## config.mk

```make
export PLATFORM = sky130hd
export DESIGN_NAME = bmp24_stream_parser_flat
export DESIGN_NICKNAME = d
export VERILOG_FILES = /design/src/bmp24_pkg.sv /design/src/bmp24_if.sv /design/src/bmp24_front.sv /design/src/bmp24_fifo.sv /design/src/bmp24_back.sv /design/src/bmp24_stream_parser.sv /design/src/flat_wrapper.sv
export SDC_FILE = /design/constraint.sdc
export NUM_CORES = 1
export LEC_CHECK = 0
export ABC_CLOCK_PERIOD_IN_PS = 9480
export BUFFER_PORTS_ARGS = -buffer_cell sky130_fd_sc_hd__buf_4
export CAP_MARGIN = 15
export CORE_ASPECT_RATIO = 0.75
export CORE_MARGIN = 2
export CORE_UTILIZATION = 50
export CTS_CLUSTER_SIZE = 14
export DETAILED_ROUTE_END_ITERATION = 12
export PLACE_DENSITY_LB_ADDON = 0.15
export SLEW_MARGIN = 20
export SYNTH_ARGS = -nofsm -noshare
export SYNTH_HDL_FRONTEND = slang
export SYNTH_SLANG_ARGS = --single-unit
```

## constraint.sdc

```tcl
create_clock -name clk -period 9.48 [get_ports clk]
set_input_delay 0.474 -clock clk [delete_from_list [all_inputs] [get_ports clk]]
set_output_delay 0.474 -clock clk [all_outputs]
set_load 0.01 [all_outputs]
```

## src/bmp24_pkg.sv

```systemverilog
// ----------------------------------------------------------------------------
// bmp24_pkg
// Shared types and constants of the 24-bit BMP stream parser: result kinds,
// the command that travels from the front part to the back part, queue depth.
// ----------------------------------------------------------------------------
package bmp24_pkg;

    // Result kinds as shown on the kind field of a result beat
    typedef enum logic [2:0] {
        KIND_PIXEL      = 3'd0,
        KIND_HEADER     = 3'd1,
        KIND_BAD_SIG    = 3'd2,
        KIND_BAD_OFFSET = 3'd3,
        KIND_BAD_DEPTH  = 3'd4,
        KIND_TOO_LARGE  = 3'd5
    } kind_t;

    // Classified item from the front part; the back part formats it
    typedef struct packed {
        kind_t       kind;
        logic [7:0]  red;
        logic [7:0]  green;
        logic [7:0]  blue;
        logic [11:0] stored_row;
        logic [11:0] column;
        logic        last_pixel;
        logic [12:0] image_width;
        logic [12:0] image_height;
        logic [31:0] horiz_resolution;
        logic [31:0] vert_resolution;
    } cmd_t;

    // Entries of the queue between front and back
    localparam int CMD_QUEUE_DEPTH = 4;

endpackage

```

## src/bmp24_if.sv

```systemverilog
// ----------------------------------------------------------------------------
// bmp24 channel interfaces
// Valid/ready channels for the byte stream into the parser and the result
// stream out of it.
// ----------------------------------------------------------------------------
interface bmp24_byte_if;
    logic       valid;
    logic       ready;
    logic [7:0] data_byte;
    logic       first_byte;

    modport source (output valid, output data_byte, output first_byte, input ready);
    modport sink   (input valid, input data_byte, input first_byte, output ready);
endinterface

interface bmp24_result_if;
    logic        valid;
    logic        ready;
    logic [2:0]  kind;
    logic [7:0]  red;
    logic [7:0]  green;
    logic [7:0]  blue;
    logic [11:0] row;
    logic [11:0] column;
    logic        last_pixel;
    logic [12:0] image_width;
    logic [12:0] image_height;
    logic [31:0] horiz_resolution;
    logic [31:0] vert_resolution;

    modport source (
        output valid, output kind, output red, output green, output blue,
        output row, output column, output last_pixel, output image_width,
        output image_height, output horiz_resolution, output vert_resolution,
        input ready
    );
    modport sink (
        input valid, input kind, input red, input green, input blue,
        input row, input column, input last_pixel, input image_width,
        input image_height, input horiz_resolution, input vert_resolution,
        output ready
    );
endinterface

```

## src/bmp24_front.sv

```systemverilog
// ----------------------------------------------------------------------------
// bmp24_front
// Byte parser: captures the file and info headers, checks them, walks the
// pixel array and pushes one command per result into the queue.
// ----------------------------------------------------------------------------
module bmp24_front #(
    parameter int MAX_DIM = 4096
) (
    input  logic              clk,
    input  logic              rst_n,
    input  logic              beat,
    input  logic [7:0]        data_byte,
    input  logic              first_byte,
    output logic              push,
    output bmp24_pkg::cmd_t   cmd
);

    localparam int CNT_W = $clog2(MAX_DIM + 1);
    localparam logic [31:0] MAX_DIM_W = 32'(MAX_DIM);

    localparam logic [5:0] OFF_DATA   = 6'd10;
    localparam logic [5:0] OFF_WIDTH  = 6'd18;
    localparam logic [5:0] OFF_HEIGHT = 6'd22;
    localparam logic [5:0] OFF_DEPTH  = 6'd28;
    localparam logic [5:0] OFF_HRES   = 6'd38;
    localparam logic [5:0] OFF_VRES   = 6'd42;
    localparam logic [5:0] FILE_END   = 6'd13;
    localparam logic [5:0] INFO_END   = 6'd53;
    localparam logic [7:0] SIG_B      = 8'h42;
    localparam logic [7:0] SIG_M      = 8'h4D;
    localparam logic [31:0] PIX_OFFSET = 32'd54;
    localparam logic [15:0] BMP_DEPTH  = 16'd24;

    typedef enum logic [2:0] {
        PH_IDLE,
        PH_HEADER,
        PH_PIXEL,
        PH_PAD,
        PH_DONE
    } phase_t;

    phase_t             phase_reg, phase_next, phase_eff;
    logic [5:0]         header_count_reg, header_count_next, pos;
    logic               signature_ok_reg, signature_ok_next;
    logic [31:0]        data_offset_reg, data_offset_next;
    logic [31:0]        width_reg, width_next;
    logic [31:0]        height_reg, height_next;
    logic [15:0]        depth_reg, depth_next;
    logic [31:0]        hres_reg, hres_next;
    logic [31:0]        vres_reg, vres_next;
    logic [1:0]         triplet_index_reg, triplet_index_next;
    logic [7:0]         held_blue_reg, held_blue_next;
    logic [7:0]         held_green_reg, held_green_next;
    logic [CNT_W-1:0]   col_count_reg, col_count_next;
    logic [CNT_W-1:0]   row_count_reg, row_count_next;
    logic [1:0]         pad_left_reg, pad_left_next;
    logic               row_end, img_end;

    // Replace one byte of a little-endian 32-bit field
    function automatic logic [31:0] put_byte(input logic [31:0] value,
                                             input logic [1:0] k,
                                             input logic [7:0] b);
        logic [31:0] r;
        r = value;
        case (k)
            2'd0:    r[7:0]   = b;
            2'd1:    r[15:8]  = b;
            2'd2:    r[23:16] = b;
            default: r[31:24] = b;
        endcase
        return r;
    endfunction

    // True when pos falls inside a field of len bytes at base
    function automatic logic in_field(input logic [5:0] p, input logic [5:0] base,
                                      input logic [5:0] len);
        return (p >= base) && (p < base + len);
    endfunction

    assign row_end = (32'(col_count_reg) + 32'd1) == width_reg;
    assign img_end = row_end && ((32'(row_count_reg) + 32'd1) == height_reg);

    // Restart on a first byte, then parse the beat in its phase
    always_comb
    begin
        phase_next         = phase_reg;
        header_count_next  = header_count_reg;
        signature_ok_next  = signature_ok_reg;
        data_offset_next   = data_offset_reg;
        width_next         = width_reg;
        height_next        = height_reg;
        depth_next         = depth_reg;
        hres_next          = hres_reg;
        vres_next          = vres_reg;
        triplet_index_next = triplet_index_reg;
        held_blue_next     = held_blue_reg;
        held_green_next    = held_green_reg;
        col_count_next     = col_count_reg;
        row_count_next     = row_count_reg;
        pad_left_next      = pad_left_reg;
        push               = 1'b0;
        cmd                = '0;

        phase_eff = first_byte ? PH_HEADER : phase_reg;
        pos       = first_byte ? 6'd0 : header_count_reg;

        cmd.red              = data_byte;
        cmd.green            = held_green_reg;
        cmd.blue             = held_blue_reg;
        cmd.stored_row       = 12'(row_count_reg);
        cmd.column           = 12'(col_count_reg);
        cmd.last_pixel       = img_end;
        cmd.image_width      = width_reg[12:0];
        cmd.image_height     = height_reg[12:0];
        cmd.horiz_resolution = hres_reg;
        cmd.vert_resolution  = vres_reg;

        if (beat)
        begin
            phase_next = phase_eff;
            unique case (phase_eff)
                PH_HEADER:
                begin
                    // Capture header fields
                    if (pos == 6'd0)
                        signature_ok_next = (data_byte == SIG_B);
                    else if (pos == 6'd1)
                        signature_ok_next = signature_ok_reg && (data_byte == SIG_M);
                    if (in_field(pos, OFF_DATA, 6'd4))
                        data_offset_next = put_byte(data_offset_reg, 2'(pos - OFF_DATA),
                                                    data_byte);
                    if (in_field(pos, OFF_WIDTH, 6'd4))
                        width_next = put_byte(width_reg, 2'(pos - OFF_WIDTH), data_byte);
                    if (in_field(pos, OFF_HEIGHT, 6'd4))
                        height_next = put_byte(height_reg, 2'(pos - OFF_HEIGHT), data_byte);
                    if (in_field(pos, OFF_DEPTH, 6'd2))
                        depth_next = 16'(put_byte({16'd0, depth_reg}, 2'(pos - OFF_DEPTH),
                                                  data_byte));
                    if (in_field(pos, OFF_HRES, 6'd4))
                        hres_next = put_byte(hres_reg, 2'(pos - OFF_HRES), data_byte);
                    if (in_field(pos, OFF_VRES, 6'd4))
                        vres_next = put_byte(vres_reg, 2'(pos - OFF_VRES), data_byte);
                    header_count_next = pos + 6'd1;

                    // Check the file header
                    if (pos == FILE_END)
                    begin
                        if (!signature_ok_reg)
                        begin
                            cmd.kind   = bmp24_pkg::KIND_BAD_SIG;
                            push       = 1'b1;
                            phase_next = PH_DONE;
                        end
                        else if (data_offset_next != PIX_OFFSET)
                        begin
                            cmd.kind   = bmp24_pkg::KIND_BAD_OFFSET;
                            push       = 1'b1;
                            phase_next = PH_DONE;
                        end
                    end

                    // Check the info header and start the pixel array
                    if (pos == INFO_END)
                    begin
                        push = 1'b1;
                        if (depth_reg != BMP_DEPTH)
                        begin
                            cmd.kind   = bmp24_pkg::KIND_BAD_DEPTH;
                            phase_next = PH_DONE;
                        end
                        else if (width_reg > MAX_DIM_W || height_reg > MAX_DIM_W)
                        begin
                            cmd.kind   = bmp24_pkg::KIND_TOO_LARGE;
                            phase_next = PH_DONE;
                        end
                        else
                        begin
                            cmd.kind           = bmp24_pkg::KIND_HEADER;
                            triplet_index_next = 2'd0;
                            col_count_next     = '0;
                            row_count_next     = '0;
                            phase_next = (width_reg == 32'd0 || height_reg == 32'd0)
                                         ? PH_DONE : PH_PIXEL;
                        end
                    end
                end

                PH_PIXEL:
                begin
                    // Hold blue and green, emit on red
                    if (triplet_index_reg == 2'd0)
                    begin
                        held_blue_next     = data_byte;
                        triplet_index_next = 2'd1;
                    end
                    else if (triplet_index_reg == 2'd1)
                    begin
                        held_green_next    = data_byte;
                        triplet_index_next = 2'd2;
                    end
                    else
                    begin
                        triplet_index_next = 2'd0;
                        cmd.kind           = bmp24_pkg::KIND_PIXEL;
                        push               = 1'b1;
                        if (!row_end)
                            col_count_next = col_count_reg + 1'b1;
                        else if (img_end)
                            phase_next = PH_DONE;
                        else
                        begin
                            col_count_next = '0;
                            row_count_next = row_count_reg + 1'b1;
                            pad_left_next  = width_reg[1:0];
                            if (width_reg[1:0] != 2'd0)
                                phase_next = PH_PAD;
                        end
                    end
                end

                PH_PAD:
                begin
                    // Drop row padding
                    pad_left_next = pad_left_reg - 2'd1;
                    if (pad_left_reg == 2'd1)
                        phase_next = PH_PIXEL;
                end

                PH_IDLE, PH_DONE:
                begin
                end

                default:
                begin
                end
            endcase
        end
    end

    // Hold parser state
    always_ff @(posedge clk or negedge rst_n)
    begin
        if (!rst_n)
        begin
            phase_reg         <= PH_IDLE;
            header_count_reg  <= '0;
            signature_ok_reg  <= 1'b0;
            triplet_index_reg <= '0;
            col_count_reg     <= '0;
            row_count_reg     <= '0;
            pad_left_reg      <= '0;
        end
        else
        begin
            phase_reg         <= phase_next;
            header_count_reg  <= header_count_next;
            signature_ok_reg  <= signature_ok_next;
            triplet_index_reg <= triplet_index_next;
            col_count_reg     <= col_count_next;
            row_count_reg     <= row_count_next;
            pad_left_reg      <= pad_left_next;
        end
    end

    // Hold captured header fields and pixel bytes
    always_ff @(posedge clk)
    begin
        data_offset_reg <= data_offset_next;
        width_reg       <= width_next;
        height_reg      <= height_next;
        depth_reg       <= depth_next;
        hres_reg        <= hres_next;
        vres_reg        <= vres_next;
        held_blue_reg   <= held_blue_next;
        held_green_reg  <= held_green_next;
    end

endmodule

```

## src/bmp24_fifo.sv

```systemverilog
// ----------------------------------------------------------------------------
// bmp24_fifo
// Short command queue between the parser front and the result back part.
// ----------------------------------------------------------------------------
module bmp24_fifo #(
    parameter int DEPTH = 4
) (
    input  logic            clk,
    input  logic            rst_n,
    input  logic            push,
    input  bmp24_pkg::cmd_t push_data,
    output logic            full,
    input  logic            pop,
    output logic            valid,
    output bmp24_pkg::cmd_t data
);

    localparam int PTR_W = (DEPTH > 1) ? $clog2(DEPTH) : 1;
    localparam int CNT_W = $clog2(DEPTH + 1);
    localparam logic [PTR_W-1:0] LAST_PTR = PTR_W'(DEPTH - 1);
    localparam logic [CNT_W-1:0] FULL_CNT = CNT_W'(DEPTH);

    bmp24_pkg::cmd_t  entry_reg [DEPTH];
    logic [PTR_W-1:0] wr_ptr_reg, rd_ptr_reg;
    logic [CNT_W-1:0] count_reg;
    logic             do_push, do_pop;

    assign full    = (count_reg == FULL_CNT);
    assign valid   = (count_reg != '0);
    assign data    = entry_reg[rd_ptr_reg];
    assign do_push = push && !full;
    assign do_pop  = pop && valid;

    // Advance pointers and count
    always_ff @(posedge clk or negedge rst_n)
    begin
        if (!rst_n)
        begin
            wr_ptr_reg <= '0;
            rd_ptr_reg <= '0;
            count_reg  <= '0;
        end
        else
        begin
            if (do_push)
                wr_ptr_reg <= (wr_ptr_reg == LAST_PTR) ? '0 : wr_ptr_reg + 1'b1;
            if (do_pop)
                rd_ptr_reg <= (rd_ptr_reg == LAST_PTR) ? '0 : rd_ptr_reg + 1'b1;
            if (do_push && !do_pop)
                count_reg <= count_reg + 1'b1;
            else if (do_pop && !do_push)
                count_reg <= count_reg - 1'b1;
        end
    end

    // Store entries
    always_ff @(posedge clk)
    begin
        if (do_push)
            entry_reg[wr_ptr_reg] <= push_data;
    end

endmodule

```

## src/bmp24_back.sv

```systemverilog
// ----------------------------------------------------------------------------
// bmp24_back
// Result formatter: takes commands from the queue, flips the row, clears the
// fields that do not belong to the kind and holds the result register.
// ----------------------------------------------------------------------------
module bmp24_back (
    input  logic                  clk,
    input  logic                  rst_n,
    input  logic                  cmd_valid,
    input  bmp24_pkg::cmd_t       cmd,
    output logic                  cmd_pop,
    bmp24_result_if.source        results
);

    logic        out_valid_reg;
    logic [2:0]  kind_reg;
    logic [7:0]  red_reg, green_reg, blue_reg;
    logic [11:0] row_reg, column_reg;
    logic        last_pixel_reg;
    logic [12:0] image_width_reg, image_height_reg;
    logic [31:0] hres_reg, vres_reg;
    logic [11:0] height_keep_reg;
    logic        is_pixel, is_header;

    assign cmd_pop   = cmd_valid && (!out_valid_reg || results.ready);
    assign is_pixel  = (cmd.kind == bmp24_pkg::KIND_PIXEL);
    assign is_header = (cmd.kind == bmp24_pkg::KIND_HEADER);

    // Hold the result valid flag
    always_ff @(posedge clk or negedge rst_n)
    begin
        if (!rst_n)
            out_valid_reg <= 1'b0;
        else if (cmd_pop)
            out_valid_reg <= 1'b1;
        else if (results.ready)
            out_valid_reg <= 1'b0;
    end

    // Load the result register and keep the image height for row flipping
    always_ff @(posedge clk)
    begin
        if (cmd_pop)
        begin
            kind_reg         <= cmd.kind;
            red_reg          <= is_pixel ? cmd.red : 8'd0;
            green_reg        <= is_pixel ? cmd.green : 8'd0;
            blue_reg         <= is_pixel ? cmd.blue : 8'd0;
            row_reg          <= is_pixel ? (height_keep_reg - cmd.stored_row - 12'd1) : 12'd0;
            column_reg       <= is_pixel ? cmd.column : 12'd0;
            last_pixel_reg   <= is_pixel && cmd.last_pixel;
            image_width_reg  <= is_header ? cmd.image_width : 13'd0;
            image_height_reg <= is_header ? cmd.image_height : 13'd0;
            hres_reg         <= is_header ? cmd.horiz_resolution : 32'd0;
            vres_reg         <= is_header ? cmd.vert_resolution : 32'd0;
            if (is_header)
                height_keep_reg <= cmd.image_height[11:0];
        end
    end

    assign results.valid            = out_valid_reg;
    assign results.kind             = kind_reg;
    assign results.red              = red_reg;
    assign results.green            = green_reg;
    assign results.blue             = blue_reg;
    assign results.row              = row_reg;
    assign results.column           = column_reg;
    assign results.last_pixel       = last_pixel_reg;
    assign results.image_width      = image_width_reg;
    assign results.image_height     = image_height_reg;
    assign results.horiz_resolution = hres_reg;
    assign results.vert_resolution  = vres_reg;

endmodule

```

## src/bmp24_stream_parser.sv

```systemverilog
// ----------------------------------------------------------------------------
// bmp24_stream_parser
// 24-bit BMP reader: header result, then RGB pixels bottom row first, rows numbered from the top.
// ----------------------------------------------------------------------------
// The parser takes one file byte per beat and accepts a beat in every cycle
// as long as its four-entry result queue has room; the queue fills only while
// the result side holds ready low, so with ready high the sustained rate is
// one byte per clock. A beat with first_byte set restarts parsing at header
// byte 0. A completed result passes the queue entry register and then the
// output register before it leaves as a result beat. A failed file header
// check gives one result and the info header check one, then one pixel per
// BGR triplet; errors end the file and later bytes are dropped until the next
// first byte. There is no clearing pass after reset.
// ----------------------------------------------------------------------------
module bmp24_stream_parser #(
    parameter int MAX_DIM = 4096
) (
    input  logic            clk,
    input  logic            rst_n,
    bmp24_byte_if.sink      bytes,
    bmp24_result_if.source  results
);

    logic            beat;
    logic            push, full;
    logic            q_valid, q_pop;
    bmp24_pkg::cmd_t push_cmd, q_cmd;

    assign bytes.ready = !full;
    assign beat        = bytes.valid && !full;

    bmp24_front #(
        .MAX_DIM (MAX_DIM)
    ) u_front (
        .clk        (clk),
        .rst_n      (rst_n),
        .beat       (beat),
        .data_byte  (bytes.data_byte),
        .first_byte (bytes.first_byte),
        .push       (push),
        .cmd        (push_cmd)
    );

    bmp24_fifo #(
        .DEPTH (bmp24_pkg::CMD_QUEUE_DEPTH)
    ) u_fifo (
        .clk       (clk),
        .rst_n     (rst_n),
        .push      (push),
        .push_data (push_cmd),
        .full      (full),
        .pop       (q_pop),
        .valid     (q_valid),
        .data      (q_cmd)
    );

    bmp24_back u_back (
        .clk       (clk),
        .rst_n     (rst_n),
        .cmd_valid (q_valid),
        .cmd       (q_cmd),
        .cmd_pop   (q_pop),
        .results   (results)
    );

endmodule

```

## src/flat_wrapper.sv

```systemverilog
// flat-port wrapper written by rule: the top's interface ports become plain ports
module bmp24_stream_parser_flat 
#(
    parameter int MAX_DIM = 4096
)
  (clk, rst_n, bytes_valid, bytes_data_byte, bytes_first_byte, bytes_ready, results_valid, results_kind, results_red, results_green, results_blue, results_row, results_column, results_last_pixel, results_image_width, results_image_height, results_horiz_resolution, results_vert_resolution, results_ready);
  bmp24_byte_if bytes_i ();
  bmp24_result_if results_i ();
  input  logic clk;
  input  logic rst_n;
  input wire logic [$bits(bytes_i.valid)-1:0] bytes_valid;
  input wire logic [$bits(bytes_i.data_byte)-1:0] bytes_data_byte;
  input wire logic [$bits(bytes_i.first_byte)-1:0] bytes_first_byte;
  output wire logic [$bits(bytes_i.ready)-1:0] bytes_ready;
  output wire logic [$bits(results_i.valid)-1:0] results_valid;
  output wire logic [$bits(results_i.kind)-1:0] results_kind;
  output wire logic [$bits(results_i.red)-1:0] results_red;
  output wire logic [$bits(results_i.green)-1:0] results_green;
  output wire logic [$bits(results_i.blue)-1:0] results_blue;
  output wire logic [$bits(results_i.row)-1:0] results_row;
  output wire logic [$bits(results_i.column)-1:0] results_column;
  output wire logic [$bits(results_i.last_pixel)-1:0] results_last_pixel;
  output wire logic [$bits(results_i.image_width)-1:0] results_image_width;
  output wire logic [$bits(results_i.image_height)-1:0] results_image_height;
  output wire logic [$bits(results_i.horiz_resolution)-1:0] results_horiz_resolution;
  output wire logic [$bits(results_i.vert_resolution)-1:0] results_vert_resolution;
  input wire logic [$bits(results_i.ready)-1:0] results_ready;
  assign bytes_i.valid = bytes_valid;
  assign bytes_i.data_byte = bytes_data_byte;
  assign bytes_i.first_byte = bytes_first_byte;
  assign bytes_ready = bytes_i.ready;
  assign results_valid = results_i.valid;
  assign results_kind = results_i.kind;
  assign results_red = results_i.red;
  assign results_green = results_i.green;
  assign results_blue = results_i.blue;
  assign results_row = results_i.row;
  assign results_column = results_i.column;
  assign results_last_pixel = results_i.last_pixel;
  assign results_image_width = results_i.image_width;
  assign results_image_height = results_i.image_height;
  assign results_horiz_resolution = results_i.horiz_resolution;
  assign results_vert_resolution = results_i.vert_resolution;
  assign results_i.ready = results_ready;
  bmp24_stream_parser #(.MAX_DIM(MAX_DIM)) u_core (.clk(clk), .rst_n(rst_n), .bytes(bytes_i), .results(results_i));
endmodule
```

==> reports/qor.yml <==
max-cap-violations: 0
avgSynthCellArea_um2: 18.7
hpwlAfterDp_mm: 46.6
ys_types: 86
final.min_clock_period_ns: 5.39
cp_slowest_stage_delay_ns: 0.98
hp-class: "input pin to flop"
syn_inst: 1996
slew_viol_final: 0
grt_max_degree: 83
crit_arrival_ns: 5.65
synth_seq_cells: 962
wirelength_mm: 80.3
antenna_found_initial: 6
fin_crit_sh: 0.569
drive_gt1_frac: 0.216
cp-start-kind: "flop"
clock_skew_ns: 0.0169
nets: 2211
htree_levels: 3
ant_nets: 0
tightest_slew_ns: 1.10
gp_congestion: 0.854
yosys_warnings: 0
synthArstFlopShare: 0.0499
viasPerCell: 5.93
synth_flop_cell: "edfxtp_1"
ctsHoldBuffers: 1
slew_headroom: 0.266
clk_pin_slew_ns: 0.07
holdWs_ns: 0.164
die_width_um: 320
r2r_slack_ns: 4.09
cts_made_buffers: 91
cts_setup_buffers: 0
grt_overflow_total: 0
grt_pass1_wl_mm: 121
first_iter_violations: 1805
rsz0062_at_grt: "false"
largest_reg_flops: 568
crit_chain: "nor4b_2 -> nand3_1 -> mux2i_1 -> and4_1 -> nand4_1 -> o21ai_2 -> o211ai_2 -> and2_4 -> buf_4"
critical_path.slowest_cell: "nor4b_2"
synth_area_leaders: "edfxtp_1, mux4_2, dfrtp_1"
synth_top_area_cell: "edfxtp_1"
status: "finished, final reports clean"
final_common_cell: "edfxtp_1"
syn-num-nets: 2036
tritoncts: "yes"
grt_pass1_vias: 19200
ctsRootBufferMaster: "clkbuf_16"
critPathMaxFanout: 55
cts-resized-gates: 0
syn_area_um2: 37400
p_leak_uw: 0.0145
insertion_delay_ns: 0.64
avgRoutedWirePerCell_um: 25.0
rows: 86
fmax_mhz: 185
grt_usage: 0.212
area_growth_pct: 13.5
crit_path_end_kind: "flop"
tns_ns: 0
cp.required_ns: 9.73
io_buffers: 156
die_h_um: 241
final-setup-viol-count: 0
peakVddDrop_uv: 187
floorplan.initialDensity: 0.507
dieArea_um2: 77000
drcViolationCount: 0
clock_sinks: 962
yosysSeqAreaShare: 0.766
firstDrtPassIters: 7
netlist.area_leader.share: 0.734
p_per_area_nw_per_um2: 248
fp.coreArea_um2: 73700
clock_path_buffers: 3
num_vias: 19000
criticalPathCategory: "flop to flop"
synth_edf_count: 914
ios: 157
final_cell_mix: "edfxtp_1, buf_4, mux4_2"
hold_violations: 0
synthesized netlist by cell type, drive strengths merged, types with 7 or more instances:
| master | number |
|---|---|
| edfxtp | 914 |
| mux4 | 142 |
| and3 | 103 |
| nand2 | 81 |
| clkbuf | 67 |
| nor2 | 64 |
| dfrtp | 48 |
| inv | 46 |
| nor2b | 42 |
| o21ai | 37 |
| a21oi | 32 |
| buf | 30 |
| nor4 | 30 |
| nand3 | 29 |
| nor3 | 26 |
| ha | 25 |
| xnor2 | 24 |
| o31ai | 23 |
| nand4 | 22 |
| xor2 | 22 |
| mux2i | 16 |
| or3 | 12 |
| a21o | 11 |
| a31oi | 11 |
| and2 | 11 |
| mux2 | 9 |
| o2111ai | 8 |
| o311ai | 8 |
| a211oi | 7 |
| nor3b | 7 |
cell type report:
cell class,count,area [um2]
fill,5511,31300
sequential,962,28700
timing repair buffer,179,1350
clock buffer,109,2380
multi-input combinational,891,8210
tap,968,1210
clock inverter,53,450
inverter,46,178
antenna,1,2.50
metal layers:
metal	vias up	wire (um)	global-route usage
met5	-	13	0
met4	2	1880	0.0616
met3	126	5350	0.0378
met2	677	36400	0.322
met1	9859	36600	0.318
li1	8368	-	-
critical path: cells and delay by family, from the launching register on:
kind / cells / cell delay (ns)
buffers and inverters: 1 / 0.82
muxes: 1 / 0.26
DFF: 1 / 0.51
AOI/OAI and AO/OA: 2 / 0.46
and+or+nand+nor: 5 / 2.85
report_power, final:
| part | leakage (uW) | switching [uW] | internal (uW) |
|---|---|---|---|
| sequential | 0.00898 | 172 | 4920 |
| combinational | 0.00410 | 1070 | 886 |
| clock | 0.00138 | 1510 | 1970 |
| total | 0.0145 | 2750 | 7790 |
kinds of logic after synthesis:
kind of cell,share of synthesized area
DFF,0.766
adders and majority gates,0.00944
and+or+nand+nor,0.0707
buffers and inverters,0.0154
AOI/OAI and AO/OA,0.0350
muxes,0.0925
xor gates and xnor gates,0.0108
through the flow:
step | area [um2] | instances | power, uW | utilization | setup WS [ns]
after global routing | 42400 | 3209 | 11000 | 0.576 | 3.68
final | 42400 | 3209 | 10500 | 0.576 | 4.09
after floorplan | 37400 | 1996 | 6480 | - | 2.81
after global placement | 39600 | 3045 | 7160 | 0.537 | 4.00
after CTS | 42400 | 3208 | 10700 | 0.576 | 4.10
after detailed placement | 39600 | 3045 | 7180 | 0.537 | 3.96
path summary, 6_finish.rpt:
path | endpoint | cells past startpoint | from
max | u_core.u_fifo.entry_reg[0][99]$_DFFE_PP_ | 9 | u_core.u_front.header_count_reg[4]$_DFFE_PN0P_
min | u_core.u_back.results.valid$_DFFE_PN0P_ | 4 | results_ready
max reg2reg | u_core.u_fifo.entry_reg[0][99]$_DFFE_PP_ | 9 | u_core.u_front.header_count_reg[4]$_DFFE_PN0P_
min reg2reg | u_core.u_fifo.entry_reg[0][57]$_DFFE_PP_ | 0 | u_core.u_front.hres_reg[25]$_DFFE_PP_
max in group asynchronous | u_core.u_fifo.rd_ptr_reg[0]$_DFFE_PN0P_ | 2 | rst_n
min in group asynchronous | u_core.u_front.col_count_reg[0]$_DFFE_PN0P_ | 2 | rst_n
(Power assumes the default switching activity.)
